--- src/bru_pkg.sv ---
`timescale 1ns / 1ps
// shared types, constants and helpers of the bitplane record unpacker
package bru_pkg;

	localparam int MAX_PLANES = 32;
	localparam int MAX_SIDE   = 32;

	localparam int CFG_W   = 6;                      // width of a configuration register
	localparam int PLANE_W = $clog2(MAX_PLANES);     // plane index width
	localparam int POS_W   = 10;                     // position field width
	localparam int SQ_W    = 2 * $clog2(MAX_SIDE) + 1; // pixels per plane, up to MAX_SIDE squared
	localparam int LABEL_W = 31;
	localparam int NBITS_W = 4;                      // 1..8 results per queue entry
	localparam int QDEPTH  = 4;

	// result kinds
	localparam logic [1:0] KIND_PIXEL   = 2'd0;
	localparam logic [1:0] KIND_LABEL   = 2'd1;
	localparam logic [1:0] KIND_ALIGN   = 2'd2;
	localparam logic [1:0] KIND_NEG_LBL = 2'd3;

	// register indexes
	localparam logic CFG_NUM_PLANES = 1'b0;
	localparam logic CFG_IMAGE_SIDE = 1'b1;

	localparam logic [7:0] CHAR_G = 8'h47;
	localparam logic [7:0] CHAR_O = 8'h4F;
	localparam logic [7:0] PIX_ON = 8'd255;

	// clamped sizes seen by front and back
	typedef struct packed {
		logic [CFG_W-1:0] planes;
		logic [SQ_W-1:0]  sq;
	} bru_cfg_t;

	// one classified request waiting for the back end
	typedef struct packed {
		logic [1:0]         kind;
		logic [LABEL_W-1:0] data;    // pixel byte in the low bits, or the label
		logic [PLANE_W-1:0] plane;   // starting plane of a pixel byte
		logic [POS_W-1:0]   pos;     // starting position of a pixel byte
		logic [NBITS_W-1:0] nbits;   // results this entry yields
		logic               rec_end; // record ends on the final result
	} bru_entry_t;

	function automatic logic [CFG_W-1:0] clamp_cfg(input logic [CFG_W-1:0] v,
			input logic [CFG_W-1:0] hi);
		logic [CFG_W-1:0] r;
		if (v == '0) r = CFG_W'(1);
		else if (v > hi) r = hi;
		else r = v;
		return r;
	endfunction

endpackage

--- src/bitplane_record_unpacker_top.sv ---
`timescale 1ns / 1ps
// top level of the bitplane record unpacker: config registers, front, queue, back
//
// The unpacker takes one stream byte per request and turns records ('G', 'O',
// a 4-byte little-endian label, then planes x side x side pixel bits packed
// MSB first) into results: a label (or negative-label error), one pixel
// result per bit (0 or 255, tagged with plane and row-major position), and
// an alignment error on a bad marker, after which it hunts for the next 'G'.
// Marker and label bytes yield at most one result each; a pixel byte yields up
// to eight results and the result port delivers one per cycle while
// out_stall is low, so the single result register of the back end sets the
// pace in the pixel body. The front end frames the stream and works out,
// combinationally, where a record ends inside a pixel byte; a four-entry queue
// lets it keep taking bytes while the back end drains earlier ones, so
// in_stall rises only when that queue is full. Configuration registers are
// clamped on write (0 reads as 1, oversize as the maximum) and take effect
// for the next byte; write them only while no request is in flight.
module bitplane_record_unpacker_top (
	input  logic                        clk,
	input  logic                        arst_n,
	// configuration write port
	input  logic                        cfg_we,
	input  logic                        cfg_index,
	input  logic [bru_pkg::CFG_W-1:0]   cfg_wdata,
	// stream input
	input  logic                        in_valid,
	output logic                        in_stall,
	input  logic [7:0]                  stream_byte,
	// results
	output logic                        out_valid,
	input  logic                        out_stall,
	output logic [1:0]                  kind,
	output logic [7:0]                  pixel,
	output logic [bru_pkg::PLANE_W-1:0] plane,
	output logic [bru_pkg::POS_W-1:0]   position,
	output logic [bru_pkg::LABEL_W-1:0] label,
	output logic                        last,
	output logic                        record_end
);
	import bru_pkg::*;

	bru_cfg_t         cfg_q;
	logic [CFG_W-1:0] side_clamped;
	bru_entry_t       push_data;
	bru_entry_t       head;
	logic             push;
	logic             pop;
	logic             not_empty;
	logic             full;

	assign side_clamped = clamp_cfg(cfg_wdata, CFG_W'(MAX_SIDE));
	assign in_stall     = full;

	// clamped sizes; the side is squared once here so the datapath only compares and subtracts
	always_ff @(posedge clk or negedge arst_n) begin
		if (!arst_n) begin
			cfg_q.planes <= CFG_W'(8);
			cfg_q.sq     <= SQ_W'(19 * 19);
		end else if (cfg_we) begin
			case (cfg_index)
				CFG_NUM_PLANES: cfg_q.planes <= clamp_cfg(cfg_wdata, CFG_W'(MAX_PLANES));
				CFG_IMAGE_SIDE: cfg_q.sq <= SQ_W'(side_clamped) * SQ_W'(side_clamped);
				default: ;
			endcase
		end
	end

	// framing and classification of each stream byte
	bru_front u_front (
		.clk         (clk),
		.arst_n      (arst_n),
		.cfg         (cfg_q),
		.in_valid    (in_valid),
		.stream_byte (stream_byte),
		.full        (full),
		.push        (push),
		.push_data   (push_data)
	);

	// decouples byte intake from result delivery
	bru_queue u_queue (
		.clk       (clk),
		.arst_n    (arst_n),
		.push      (push),
		.push_data (push_data),
		.pop       (pop),
		.head      (head),
		.not_empty (not_empty),
		.full      (full)
	);

	// one result per cycle, while out_stall allows, into the output register
	bru_back u_back (
		.clk        (clk),
		.arst_n     (arst_n),
		.cfg        (cfg_q),
		.head       (head),
		.not_empty  (not_empty),
		.pop        (pop),
		.out_valid  (out_valid),
		.out_stall  (out_stall),
		.kind       (kind),
		.pixel      (pixel),
		.plane      (plane),
		.position   (position),
		.label      (label),
		.last       (last),
		.record_end (record_end)
	);
endmodule

--- src/bru_queue.sv ---
`timescale 1ns / 1ps
// small request queue between the front and the back end
module bru_queue (
	input  logic                clk,
	input  logic                arst_n,
	input  logic                push,
	input  bru_pkg::bru_entry_t push_data,
	input  logic                pop,
	output bru_pkg::bru_entry_t head,
	output logic                not_empty,
	output logic                full
);
	import bru_pkg::*;

	localparam int PTR_W = $clog2(QDEPTH);

	bru_entry_t       mem_q [QDEPTH];
	logic [PTR_W-1:0] wr_ptr_q;
	logic [PTR_W-1:0] rd_ptr_q;
	logic [PTR_W:0]   count_q;

	assign not_empty = (count_q != '0);
	assign full      = (count_q == (PTR_W+1)'(QDEPTH));
	assign head      = mem_q[rd_ptr_q];

	always_ff @(posedge clk) begin
		if (push) mem_q[wr_ptr_q] <= push_data;
	end

	always_ff @(posedge clk or negedge arst_n) begin
		if (!arst_n) begin
			wr_ptr_q <= '0;
			rd_ptr_q <= '0;
			count_q  <= '0;
		end else begin
			if (push) wr_ptr_q <= wr_ptr_q + PTR_W'(1);
			if (pop)  rd_ptr_q <= rd_ptr_q + PTR_W'(1);
			if (push && !pop)      count_q <= count_q + (PTR_W+1)'(1);
			else if (pop && !push) count_q <= count_q - (PTR_W+1)'(1);
		end
	end
endmodule

--- src/bru_front.sv ---
`timescale 1ns / 1ps
// front end: record framing, label assembly and pixel byte bookkeeping
module bru_front (
	input  logic                clk,
	input  logic                arst_n,
	input  bru_pkg::bru_cfg_t   cfg,
	input  logic                in_valid,
	input  logic [7:0]          stream_byte,
	input  logic                full,
	output logic                push,
	output bru_pkg::bru_entry_t push_data
);
	import bru_pkg::*;

	typedef enum logic [2:0] {
		PH_EXPECT_G,
		PH_HUNT,
		PH_EXPECT_O,
		PH_LABEL,
		PH_PIXELS
	} phase_t;

	phase_t             phase_q, phase_d;
	logic [23:0]        label_bytes_q, label_bytes_d;
	logic [1:0]         label_idx_q, label_idx_d;
	logic [PLANE_W-1:0] plane_q, plane_d;
	logic [POS_W-1:0]   pixel_q, pixel_d;
	logic               accept;
	logic               emit;

	assign accept = in_valid && !full;
	assign push   = accept && emit;

	always_comb begin : classify
		logic [SQ_W-1:0]    c_inc;
		logic [SQ_W-1:0]    gap;
		logic [3:0]         f;
		logic [3:0]         e;
		logic [3:0]         rest;
		logic [3:0]         wraps;
		logic [CFG_W-1:0]   need;
		logic               sq_one;
		logic               sq_four;
		logic [POS_W-1:0]   next_pos;
		logic [PLANE_W:0]   p;
		logic               done;
		logic [NBITS_W-1:0] nb;
		logic [31:0]        raw;
		phase_d       = phase_q;
		label_bytes_d = label_bytes_q;
		label_idx_d   = label_idx_q;
		plane_d       = plane_q;
		pixel_d       = pixel_q;
		emit          = 1'b0;
		push_data     = '0;
		push_data.nbits = NBITS_W'(1);
		raw  = {stream_byte, label_bytes_q};
		// first bit of the byte that closes a plane, 8 when none does
		c_inc = SQ_W'(pixel_q) + SQ_W'(1);
		gap   = cfg.sq - c_inc;
		if (c_inc >= cfg.sq) f = 4'd0;
		else if (gap <= SQ_W'(7)) f = gap[3:0];
		else f = 4'd8;
		// planes still to close after the first one before the record ends
		if (CFG_W'(plane_q) + CFG_W'(1) >= cfg.planes) need = '0;
		else need = cfg.planes - CFG_W'(plane_q) - CFG_W'(1);
		// sq is a square, so only 1 and 4 close a plane more than once per byte
		sq_one  = (cfg.sq == SQ_W'(1));
		sq_four = (cfg.sq == SQ_W'(4));
		rest    = 4'd7 - f;
		done    = 1'b0;
		e       = f;
		if (f != 4'd8) begin
			if (need == '0) begin
				done = 1'b1;
			end else if (sq_one && need <= CFG_W'(7)) begin
				done = 1'b1;
				e    = f + {1'b0, need[2:0]};
			end else if (sq_four && need == CFG_W'(1) && f <= 4'd3) begin
				done = 1'b1;
				e    = f + 4'd4;
			end
		end
		nb = done ? (NBITS_W'(e) + NBITS_W'(1)) : NBITS_W'(8);
		// counters after a byte that does not end the record
		if (f == 4'd8) begin
			wraps    = 4'd0;
			next_pos = pixel_q + POS_W'(8);
		end else if (sq_one) begin
			wraps    = 4'd8;
			next_pos = '0;
		end else if (sq_four) begin
			wraps    = 4'd1 + {2'b00, rest[3:2]};
			next_pos = POS_W'(rest[1:0]);
		end else begin
			wraps    = 4'd1;
			next_pos = POS_W'(rest);
		end
		p = (PLANE_W+1)'(plane_q) + (PLANE_W+1)'(wraps);
		case (phase_q)
			PH_EXPECT_G: begin
				if (stream_byte == CHAR_G) begin
					phase_d = PH_EXPECT_O;
				end else begin
					emit           = 1'b1;
					push_data.kind = KIND_ALIGN;
					phase_d        = PH_HUNT;
				end
			end
			PH_HUNT: begin
				if (stream_byte == CHAR_G) phase_d = PH_EXPECT_O;
			end
			PH_EXPECT_O: begin
				if (stream_byte == CHAR_O) begin
					phase_d       = PH_LABEL;
					label_idx_d   = '0;
					label_bytes_d = '0;
				end else begin
					emit           = 1'b1;
					push_data.kind = KIND_ALIGN;
					phase_d = (stream_byte == CHAR_G) ? PH_EXPECT_O : PH_HUNT;
				end
			end
			PH_LABEL: begin
				if (label_idx_q != 2'd3) begin
					// little endian: bytes shift in from the top
					label_bytes_d = {stream_byte, label_bytes_q[23:8]};
					label_idx_d   = label_idx_q + 2'd1;
				end else begin
					emit           = 1'b1;
					push_data.kind = raw[31] ? KIND_NEG_LBL : KIND_LABEL;
					push_data.data = raw[LABEL_W-1:0];
					label_idx_d    = '0;
					label_bytes_d  = '0;
					plane_d        = '0;
					pixel_d        = '0;
					phase_d        = PH_PIXELS;
				end
			end
			PH_PIXELS: begin
				emit              = 1'b1;
				push_data.kind    = KIND_PIXEL;
				push_data.data    = LABEL_W'(stream_byte);
				push_data.plane   = plane_q;
				push_data.pos     = pixel_q;
				push_data.nbits   = nb;
				push_data.rec_end = done;
				if (done) begin
					plane_d = '0;
					pixel_d = '0;
					phase_d = PH_EXPECT_G;
				end else begin
					plane_d = p[PLANE_W-1:0];
					pixel_d = next_pos;
				end
			end
			default: phase_d = PH_EXPECT_G;
		endcase
	end

	always_ff @(posedge clk or negedge arst_n) begin
		if (!arst_n) begin
			phase_q       <= PH_EXPECT_G;
			label_bytes_q <= '0;
			label_idx_q   <= '0;
			plane_q       <= '0;
			pixel_q       <= '0;
		end else if (accept) begin
			phase_q       <= phase_d;
			label_bytes_q <= label_bytes_d;
			label_idx_q   <= label_idx_d;
			plane_q       <= plane_d;
			pixel_q       <= pixel_d;
		end
	end
endmodule

--- src/bru_back.sv ---
`timescale 1ns / 1ps
// back end: expands queued requests into results, one per cycle unless out_stall holds them
module bru_back (
	input  logic                    clk,
	input  logic                    arst_n,
	input  bru_pkg::bru_cfg_t       cfg,
	input  bru_pkg::bru_entry_t     head,
	input  logic                    not_empty,
	output logic                    pop,
	output logic                    out_valid,
	input  logic                    out_stall,
	output logic [1:0]              kind,
	output logic [7:0]              pixel,
	output logic [bru_pkg::PLANE_W-1:0] plane,
	output logic [bru_pkg::POS_W-1:0]   position,
	output logic [bru_pkg::LABEL_W-1:0] label,
	output logic                    last,
	output logic                    record_end
);
	import bru_pkg::*;

	logic [2:0]         bit_q;
	logic [PLANE_W-1:0] run_plane_q;
	logic [POS_W-1:0]   run_pos_q;
	logic               valid_q;
	logic               load;
	logic               final_bit;
	logic [PLANE_W-1:0] cur_plane;
	logic [POS_W-1:0]   cur_pos;
	logic [SQ_W-1:0]    pos_inc;
	logic               is_pix;
	logic               bit_val;

	assign out_valid = valid_q;
	assign load      = not_empty && (!valid_q || !out_stall);
	assign final_bit = ({1'b0, bit_q} == (head.nbits - NBITS_W'(1)));
	assign pop       = load && final_bit;
	assign is_pix    = (head.kind == KIND_PIXEL);
	assign cur_plane = (bit_q == '0) ? head.plane : run_plane_q;
	assign cur_pos   = (bit_q == '0) ? head.pos : run_pos_q;
	assign pos_inc   = SQ_W'(cur_pos) + SQ_W'(1);
	assign bit_val   = head.data[3'd7 - bit_q];

	always_ff @(posedge clk) begin
		if (load) begin
			kind       <= head.kind;
			pixel      <= (is_pix && bit_val) ? PIX_ON : 8'd0;
			plane      <= is_pix ? cur_plane : '0;
			position   <= is_pix ? cur_pos : '0;
			label      <= is_pix ? '0 : head.data;
			last       <= final_bit;
			record_end <= final_bit && head.rec_end;
		end
	end

	always_ff @(posedge clk or negedge arst_n) begin
		if (!arst_n) begin
			valid_q     <= 1'b0;
			bit_q       <= '0;
			run_plane_q <= '0;
			run_pos_q   <= '0;
		end else begin
			if (load) valid_q <= 1'b1;
			else if (!out_stall) valid_q <= 1'b0;
			if (load) begin
				bit_q <= final_bit ? 3'd0 : bit_q + 3'd1;
				// step the plane and position counters past this pixel
				if (pos_inc >= cfg.sq) begin
					run_pos_q   <= '0;
					run_plane_q <= cur_plane + PLANE_W'(1);
				end else begin
					run_pos_q   <= pos_inc[POS_W-1:0];
					run_plane_q <= cur_plane;
				end
			end
		end
	end
endmodule
--- config.mk ---
export PLATFORM = sky130hd
export DESIGN_NAME = bitplane_record_unpacker_top
export DESIGN_NICKNAME = d
export VERILOG_FILES = /design/src/bru_pkg.sv /design/src/bitplane_record_unpacker_top.sv /design/src/bru_queue.sv /design/src/bru_front.sv /design/src/bru_back.sv
export SDC_FILE = /design/constraint.sdc
export NUM_CORES = 1
export LEC_CHECK = 0
export BUFFER_PORTS_ARGS = -buffer_cell sky130_fd_sc_hd__buf_2
export CORE_MARGIN = 2
export CORE_UTILIZATION = 58
export CTS_BUF_LIST = sky130_fd_sc_hd__clkbuf_8
export CTS_CLUSTER_DIAMETER = 100
export CTS_CLUSTER_SIZE = 14
export DETAILED_ROUTE_END_ITERATION = 8
export PLACE_DENSITY = 0.79
export SLEW_MARGIN = 0
export SYNTH_ARGS = -nofsm -noshare
export SYNTH_HDL_FRONTEND = slang
export SYNTH_SLANG_ARGS = --single-unit
--- constraint.sdc ---
create_clock -name clk -period 5.1 [get_ports clk]
set_input_delay 0.51 -clock clk [delete_from_list [all_inputs] [get_ports clk]]
set_output_delay 0.51 -clock clk [all_outputs]
set_load 0.03 [all_outputs]
==> results of run 1 <==
[worst reg2reg max path, stage by stage (launching register included)]
cell and delay [ps]:
dfrtp_1 440, ha_4 190, buf_4 130, xnor2_1 120, ha_1 360, nand4b_1 160
o211ai_1 330, mux2_4 350, nor4_4 360, nand3b_4 140, or3_4 410, inv_4 80
ha_4 200, xnor2_2 170, inv_1 60, o22ai_1 140, or3b_1 380, nor4_2 290
a22oi_2 120, a31o_1 220, a31oi_4 190
[report_power, final]
| part | internal, mW | switching (mW) | total, mW |
|---|---|---|---|
| sequential | 3.90 | 0.390 | 4.29 |
| combinational | 1.76 | 2.57 | 4.33 |
| clock | 0.516 | 0.876 | 1.39 |
| total | 6.18 | 3.84 | 10.0 |
[layer usage]
| layer | GRT usage, % | vias up | wire length, um |
|---|---|---|---|
| met1 | 34.63 | 4973 | 15550 |
| met2 | 34.83 | 330 | 15730 |
| met4 | 4.377 | 0 | 545 |
| li1 | - | 4673 | - |
| met5 | 0 | - | 0 |
| met3 | 3.706 | 50 | 2178 |
[final timing paths]
kind | slack (ps) | endpoint | cells after the start
max | 80 | u_queue.mem_q[3][4] | 20
min in group asynchronous | 470 | u_front.plane_q[0] | 2
min reg2reg | 490 | u_back.run_pos_q[5] | 2
min | 120 | u_back.out_valid | 3
max reg2reg | 80 | u_queue.mem_q[3][4] | 20
max in group asynchronous | 3550 | u_queue.rd_ptr_q[1] | 3
[synth_stat cells, types with 10 or more instances]
library cell / count / area share, %
and3_1: 16 / 0.60
fa_1: 12 / 1.4
edfxtp_1: 263 / 47
o21ai_0: 49 / 1.5
a21oi_1: 25 / 0.75
mux4_2: 54 / 7.3
mux2i_1: 18 / 1.1
nor2_1: 61 / 1.4
and2_1: 64 / 2.4
a21o_1: 17 / 0.76
clkbuf_1: 32 / 0.72
xor2_1: 17 / 0.89
nand2b_1: 10 / 0.37
dfrtp_1: 80 / 12
nor2b_1: 11 / 0.41
nand3_1: 17 / 0.51
inv_1: 64 / 1.4
mux2_2: 10 / 0.67
xnor2_1: 32 / 1.7
a22o_1: 38 / 2.0
ha_1: 68 / 5.1
nor3_1: 18 / 0.54
nand2_1: 79 / 1.8
[cells by family after synthesis]
family	synth area share [%]
DFF	60.14
and+or+nand+nor	10.57
AOI/OAI and AO/OA	8.186
buffers and inverters	2.941
muxes	9.024
adders and majority gates	6.525
xor gates and xnor gates	2.566
other	0.04491
[through the flow]
step / worst slack (ps) / std cells / hold WS, ps / TNS [ps] / utilization [%]
2_1_floorplan: 219.3 / 1204 / 214.4 / 0 / -
3_3_place_gp: 114.8 / 1646 / 459.7 / 0 / 61.75
3_5_place_dp: -37.10 / 1646 / 470.1 / -181.8 / 61.75
4_1_cts: 10.17 / 1700 / 94.64 / 0 / 63.51
5_1_grt: -99.51 / 1710 / 114.4 / -678.2 / 64.19
6_report: 84.66 / 1710 / 118.4 / 0 / 64.19
[sequential cells by signal, summed over array words and instances (netlist names), 5 cells and up]
| register | count |
|---|---|
| u_queue.mem_q | 212 |
| u_back.label | 31 |
| u_front.label_bytes_q | 24 |
| cfg_q | 16 |
| u_back.position | 10 |
| u_back.run_pos_q | 10 |
| u_front.pixel_q | 10 |
| u_back.plane | 5 |
| u_back.run_plane_q | 5 |
| u_front.plane_q | 5 |
[area by class of cell]
class / count / area, um2 / share of cell area (%)
inverter: 64 / 242.7 / 1.325
multi-input combinational: 738 / 6326 / 34.52
antenna: 1 / 2.502 / 0.01366
timing repair buffer: 122 / 726.9 / 3.967
tap: 384 / 480.5 / 2.622
clock inverter: 24 / 95.09 / 0.5189
clock buffer: 28 / 385.4 / 2.103
sequential: 349 / 10060 / 54.93
[timing repair]
| item | 4_1_cts | 5_1_grt |
|---|---|---|
| hold endpoints to repair | 39 | 0 |
| endpoints found under the setup margin | 8 | 18 |
| pin swaps | 1 | 16 |
| hold buffers | 1 | 0 |
| setup buffers | 1 | 9 |
| gates resized for setup | 1 | 27 |
==> run metrics, run 1 <==
Synth Flop Type edfxtp_1; I/O Pins 80; gr ovfl total 0; Hold Path Class primary input to flop; total clock sinks between 300 and 400; CP max stage delay ~440 ps; setup repair after global routing missed its margin true; commonest non-fill, non-tap cell in the layout edfxtp_1; vias in the first global route 9726; largest net degree at the start of global routing between 60 and 70; ys async rst share between 20% and 30%; FMAX ~200 MHz; layout cell share with drive strength beyond 1 between 20% and 30%; H-Tree Level Count 1; final hold vios 0; worst setup path start u_front.pixel_q[0]; most frequent cells in the layout 263 x edfxtp_1, 85 x inv_1, 78 x nand2_1, 78 x buf_2, 76 x dfrtp_1; drt wl/cell 19.88 um; wire length of the first global-routing pass about 54000 um; Layout area overhead 9.577%; Slew HR between 15 and 20%; Critical path buffers and inverters 3; Final ANT Viol Nets 0; vias per std cell about 5.9; Most common cell on crit path ha_4; Post-Syn Instances roughly 1200; CP required ~5500 ps; # fillers approximately 2100; crit end category flop; all-layer global routing usage between 20% and 30%; peak supply drop around 0.40 mV; skew final 17.79 ps; Yosys reg bits 349; leakage power between 7 and 8 nW; Startpoint Class flop; I/O Buffers between 70 and 80; Ys Warns 0; Initial Utilization 58.58%; detailed-route DRC error count 0; total power 10.01 mW; HPWL Detailed about 23000 um; Post-Place Cell Area around 0.018 mm2; Netlist Area Pre-Place between 0.015 and 0.02 mm2; Max FO, Critical Path 5; GPL Wtd Cong 0.8819; Worst-path clk slew about 90 ps; Die Height around 170 um; Root Driver clkbuf_8; clk_lat worst skew ~600 ps; Rows between 60 and 70; nets@finish roughly 1400; endpoints failing setup 0; power density cells around 550 mW/mm2; Pre-Repair DR Iteration Count 5; Crit Path Class flop to flop; crit path DAT approximately 5400 ps; CP Cell Sequence ha_4 -> buf_4 -> xnor2_1 -> ha_1 -> nand4b_1 -> o211ai_1 -> mux2_4 -> nor4_4 -> nand3b_4 -> or3_4 -> inv_4 -> ha_4 -> xnor2_2 -> inv_1 -> o22ai_1 -> or3b_1 -> nor4_2 -> a22oi_2 -> a31o_1 -> a31oi_4; TritonCTS clock tree built; 1st-iter DRT viols 757; Post-synth EDFFs ~260; syn_area_per_cell ~14 um2; Final min period 5015 ps; initial antenna violation count 1; die width ~170 um; cell area after layout 0.01832 mm2; Max Root-Sink Buffers 3; Core Box Area 0.02855 mm2; Slew Viols, Final 0; Netlist cell types 85; status complete, no violations; r2r startpoint u_front.pixel_q[0]; Tcrit/Tclk final between 90% and 100%; DIE AREA ~0.030 mm2; Worst-Margin Slew approximately 1300 ps; CTS Buf Count 28; slowest library cell on the worst path dfrtp_1; Seq/Total Area, Yosys 60.14%; CP top delay family simple AND/OR/NAND/NOR gates; HP Start out_stall; final wirelength 34000 um; vias post-DR between 10000 and 15000; max cap viols 0
Power figures use the tool's default switching activity.
==> run 2, diff against run 1 <==
- CORE_UTILIZATION: 58 -> 43
- PLACE_DENSITY: 0.79 -> 0.59
- clock period: 5.1 -> 5.7 ns (I/O delays scaled with it)
==> run 2 against run 1 <==
Sequential share of layout area is 0.29 points higher. Global-route usage shrank 5.1 points. Clock skew rose by 12 ps. Design area fell by 0.53%. Sequential power decreased by 10%. Non-clock buffer count shrank 26. Utilization is 17 points lower. Worst hold slack better by 87 ps. Flip-flop and latch count unchanged. Count of clock-buffer cells in the layout is 1 higher. Largest cell class unchanged. Largest power group is now registers. Worst setup slack better by 300 ps. First-iteration DRC count shrank 9.6%.
==> run metrics, run 2 (same netlist as run 1, synthesis figures left out) <==
status complete, no violations; Layout area overhead 8.993%; cell area after layout 0.01823 mm2 (-0.53%); Crit Path Class flop to flop; 1st-iter DRT viols 684 (-9.6%); initial antenna violation count 1 (unchanged); Fin Setup TNS 0 ps (unchanged); Die Height 201.2 um (+16%); DIE AREA 0.04048 mm2 (+34%); Placed Cells 1763 (+7.1%); Critical path buffers and inverters 2 (-1); vias post-DR 9659 (-3.7%); final hold vios 0 (unchanged); Slew HR 23.16% (+6.6 points); vias in the first global route 9715 (-0.11%); leakage power 7.051 nW (-1.7%); Final ANT Viol Nets 0 (unchanged); nets@finish 1378 (-1.8%); layout cell share with drive strength beyond 1 18.75% (-2.4 points); CP top delay family simple AND/OR/NAND/NOR gates; max reg flops 212 (unchanged); Pre-Repair DR Iteration Count 5 (unchanged); Biggest register u_queue.mem_q; Initial Utilization 43.37% (-15 points); Worst-path clk slew 90 ps (about the same); FMAX 188.0 MHz (-5.7%); skew final 30.08 ps (+12.29 ps); all-layer global routing usage 17.47% (-5.1 points); Root Driver clkbuf_8; Final min period 5320 ps (+304.8 ps); gr ovfl total 0 (unchanged); Tcrit/Tclk final 93.34% (-5.0 points); final std cells w/o fill 1819 (+6.4%); commonest non-fill, non-tap cell in the layout edfxtp_1; CP max stage delay 470 ps (+30 ps); Hold Slack 205.3 ps (+86.86 ps); crit path DAT 5740 ps (+300 ps); CP required 6120 ps (+590 ps); endpoints failing setup 0 (unchanged); biggest regs u_queue.mem_q: 212 flops, u_back.label: 31 flops, u_front.label_bytes_q: 24 flops; Hold Path Class primary input to flop; largest net degree at the start of global routing 66 (unchanged); Place WS 201.7 ps (+238.8 ps); peak supply drop 0.2297 mV (-43%); crit end category flop; wire length of the first global-routing pass 55700 um (+3.3%); most frequent cells in the layout 263 x edfxtp_1, 85 x inv_1, 79 x nand2_1, 78 x buf_2, 77 x dfrtp_1; Worst-Margin Slew 1149 ps (-101.8 ps); # diodes 0 (-1); Slew Viols, Final 0 (unchanged); total clock sinks 349 (unchanged); vias per std cell 5.310 (-9.4%); H-Tree Level Count 1 (unchanged); I/O Buffers 79 (unchanged); Core Box Area 0.03856 mm2 (+35%); Max Root-Sink Buffers 3 (unchanged); detailed-route DRC error count 0 (unchanged); I/O Pins 80 (unchanged); TritonCTS clock tree built; final wirelength 34820 um (+2.4%); die width 201.2 um (+16%); slowest library cell on the worst path or3_1; setup ws final 379.9 ps (+295.2 ps); power density cells 486.9 mW/mm2 (-11%); Post-Place Cell Area 0.01767 mm2 (+0.23%); drt wl/cell 19.14 um (-3.7%); GPL Wtd Cong 0.8731 (-1.0%); Rows 72 (+16%); CTS Buf Count 29 (+3.6%); clk_lat worst skew 610 ps (about the same); CP Cell Sequence ha_1 -> nand3_1 -> xor2_1 -> ha_2 -> nand4b_1 -> o211ai_1 -> mux2_2 -> nor4_4 -> nand3b_4 -> or3_1 -> inv_1 -> ha_1 -> xnor2_1 -> inv_1 -> o22ai_1 -> or3b_1 -> nor4_2 -> a22oi_2 -> a31o_1 -> a31oi_2; R2R setup slack 380 ps (+300 ps); Max FO, Critical Path 8 (+3); HPWL Detailed 23610 um (+3.3%); Startpoint Class flop; # fillers 3494 (+65%); max cap viols 0 (unchanged)
==> run 2: cell types whose count changed in the layout (fill, tap and decap cells not counted), sizes merged <==
| cell | before | now |
|---|---|---|
| diode | 1 | 0 |
| buf | 121 | 95 |
| clkbuf | 28 | 29 |
| inv | 88 | 89 |
==> run 2: layout make-up <==
| class | instances | area, um2 | area share, % |
|---|---|---|---|
| Multi-Input combinational cell | 738 | 6236 | 34.21 |
| Clock inverter | 25 | 111.4 | 0.6110 |
| Sequential cell | 349 | 10060 | 55.21 |
| Inverter | 64 | 240.2 | 1.318 |
| Timing Repair Buffer | 96 | 528.0 | 2.897 |
| Clock buffer | 29 | 399.1 | 2.190 |
| Tap cell | 518 | 648.1 | 3.556 |
==> run 2: what timing repair did <==
item                                    CTS  global route
gates resized for setup                   0             8
endpoints found under the setup margin    0            10
hold buffers                              1             0
setup buffers                             0             1
hold endpoints to repair                  5             0
==> run 2: path summary, 6_finish.rpt <==
check / from / depth (start not counted) / endpoint
max reg2reg: u_front.pixel_q[0] / 20 / u_queue.mem_q[3][4]
min reg2reg: u_back.run_plane_q[4] / 2 / u_back.run_plane_q[4]
min: cfg_wdata[0] / 2 / cfg_q[2]
min in group asynchronous: arst_n / 2 / cfg_q[9]
max: u_front.pixel_q[0] / 20 / u_queue.mem_q[3][4]
max in group asynchronous: arst_n / 3 / u_front.pixel_q[3]
==> run 2: report_power, final <==
part	total (mW)	switching (mW)	internal, mW
logic	3.72	2.23	1.49
clock network	1.30	0.813	0.485
registers	3.86	0.368	3.49
total	8.87	3.41	5.46
==> run 2: worst reg2reg max path, cell delays in order, from the launching register on <==
cell      delay [ps]
dfrtp_1          420
ha_1             230
nand3_1          100
xor2_1           170
ha_2             420
nand4b_1         140
o211ai_1         300
mux2_2           400
nor4_4           390
nand3b_4         170
or3_1            470
inv_1            120
ha_1             250
xnor2_1          210
inv_1             60
o22ai_1          140
or3b_1           380
nor4_2           190
a22oi_2          130
a31o_1           240
a31oi_2          240
==> run 2: metal layers <==
layer	GRT usage [%]	vias up	wire length, um	share of wire, %
li1	-	4627	-	-
met1	26.71	4793	16960	49
met2	27.09	206	15680	45
met3	2.154	31	1732	5.0
met4	3.361	2	428	1.2
met5	0	-	12	0.034
==> run 2: through the flow <==
stage | utilization (%) | power [mW]
after floorplan | - | 6.664
after global placement | 45.82 | 7.611
after detailed placement | 45.82 | 7.672
after CTS | 47.17 | 8.982
after global routing | 47.27 | 9.504
final | 47.27 | 8.873
==> run 3, diff against run 2 <==
- PLACE_DENSITY: 0.59 -> 0.62
- clock period: 5.7 -> 4.3 ns (I/O delays scaled with it)
==> run 3 against run 2 <==
The run now ends with negative setup slack left. Die area stayed put. Cell count rose by 6.1%. Clock power increased by 34%. Worst setup slack got worse by 890 ps. Register-to-register slack got worse by 890 ps. Sequential power is 32% higher. Count of clock-buffer cells in the layout unchanged. Sequential share of layout area shrank 3.6 points. Critical path type unchanged. Critical endpoint is now u_queue.mem_q[0][4].
==> run metrics, run 3 (same netlist as run 1, synthesis figures left out) <==
Biggest register u_queue.mem_q; Worst-path clk slew 100 ps (about the same); skew final 37.30 ps (+7.223 ps); wire length of the first global-routing pass 58020 um (+4.2%); setup ws final -506.1 ps (-886.0 ps); max cap viols 0 (unchanged); max reg flops 212 (unchanged); vias per std cell 5.298 (-0.22%); die width 201.2 um (unchanged); Root Driver clkbuf_8; Initial Utilization 43.37% (unchanged); Startpoint Class flop; vias post-DR 10230 (+5.9%); crit end category flop; Max FO, Critical Path 4 (-4); Final min period 4806 ps (-514.0 ps); Crit Path Class flop to flop; Hold Path Class primary input to flop; Hold Slack 76.53 ps (-128.8 ps); slowest library cell on the worst path dfrtp_2; final hold vios 0 (unchanged); all-layer global routing usage 18.16% (+0.69 points); commonest non-fill, non-tap cell in the layout edfxtp_1; HPWL Detailed 24550 um (+4.0%); power density cells 645.8 mW/mm2 (+33%); Max Root-Sink Buffers 3 (unchanged); Tcrit/Tclk final 111.8% (+18 points); Core Box Area 0.03856 mm2 (unchanged); leakage power 7.667 nW (+8.7%); clk_lat worst skew 630 ps (+20 ps); Slew Viols, Final 0 (unchanged); vias in the first global route 10480 (+7.9%); CP required 4720 ps (-1400 ps); TritonCTS clock tree built; Worst-Margin Slew 892.1 ps (-257.0 ps); # diodes 0 (unchanged); Post-Place Cell Area 0.01843 mm2 (+4.3%); H-Tree Level Count 1 (unchanged); Pre-Repair DR Iteration Count 5 (unchanged); largest net degree at the start of global routing 66 (unchanged); Slew HR 40.52% (+17 points); endpoints failing setup 25 (+25); crit path DAT 5230 ps (-510 ps); Layout area overhead 16.71%; CP max stage delay 420 ps (-50 ps); failing checks negative setup slack; biggest regs u_queue.mem_q: 212 flops, u_back.label: 31 flops, u_front.label_bytes_q: 24 flops; Rows 72 (unchanged); drt wl/cell 19.00 um (-0.76%); detailed-route DRC error count 0 (unchanged); # fillers 3407 (-2.5%); final wirelength 36660 um (+5.3%); cell area after layout 0.01952 mm2 (+7.1%); setup repair after global routing missed its margin true; DIE AREA 0.04048 mm2 (unchanged); status complete, but fails checks; initial antenna violation count 0 (-1); Final ANT Viol Nets 0 (unchanged); I/O Pins 80 (unchanged); layout cell share with drive strength beyond 1 29.46% (+11 points); Most common cell on crit path buf_4; GPL Wtd Cong 0.8764 (+0.38%); peak supply drop 0.2539 mV (+11%); Die Height 201.2 um (unchanged); most frequent cells in the layout 263 x edfxtp_1, 122 x buf_4, 80 x inv_1, 78 x buf_2, 77 x nand2_1; total clock sinks 349 (unchanged); gr ovfl total 0 (unchanged); total power 12.60 mW (+42%); I/O Buffers 79 (unchanged); FMAX 208.1 MHz (+11%); CTS Buf Count 29 (unchanged); nets@finish 1489 (+8.1%); 1st-iter DRT viols 612 (-11%)
## run 3: timing repair
item	CTS	global route
endpoints found under the setup margin	30	47
hold buffers	2	0
endpoints found under the hold margin	40	0
pin swaps	16	29
resized for setup	30	57
buffers inserted	11	10
## run 3: where the power goes
group,switching [mW],internal (mW),total [mW]
registers,0.456,4.63,5.09
logic,3.27,2.51,5.78
clock network,1.10,0.643,1.74
total,4.82,7.78,12.6
## run 3: per-layer routing
layer | routed length, um | global-route usage, % | up-vias
met1 | 17070 | 26.03 | 5164
li1 | - | - | 4839
met3 | 1512 | 2.656 | 42
met5 | 0 | 0 | -
met2 | 17510 | 29.76 | 181
met4 | 568 | 3.650 | 0
## run 3: layout make-up
type,count,area [um2],area share [%]
clock inverters,25,115.1,0.5898
inverters,64,245.2,1.257
clock buffers,29,399.1,2.045
well taps,518,648.1,3.321
repair buffers,207,1383,7.084
multi-input cells,738,6656,34.11
flip-flops and latches,349,10070,51.60
## run 3: through the flow
step                setup WS (ps)  setup TNS, ps  util (%)  cells
floorplan                  -398.6          -3176         -   1204
global placement           -490.7          -7283     47.81   1854
detailed placement         -558.4          -8427     47.81   1854
CTS                        -443.1          -5576     49.70   1921
global route               -781.0         -12150     50.62   1930
finish                     -506.1          -5908     50.62   1930
## run 3: path summary, 6_finish.rpt
path / slack (ps) / start / endpoint / cells after the start
max: -510 / u_front.pixel_q[0] / u_queue.mem_q[0][4] / 25
min: 80 / out_stall / u_back.out_valid / 3
max reg2reg: -510 / u_front.pixel_q[0] / u_queue.mem_q[0][4] / 25
min reg2reg: 490 / u_back.run_pos_q[4] / u_back.run_pos_q[4] / 2
max in group asynchronous: 2830 / arst_n / u_queue.wr_ptr_q[1] / 3
min in group asynchronous: 360 / arst_n / u_back.run_pos_q[9] / 2
## run 3: worst max-delay path: cells and delay by family, from the launching register on
family	cells	cell delay [ps]
adder cells (fa/ha/maj)	4	1110
AO/OA/AOI/OAI	6	950
AND/OR/NAND/NOR	5	930
buffers and inverters	8	850
flip-flops	1	420
XOR/XNOR	2	330
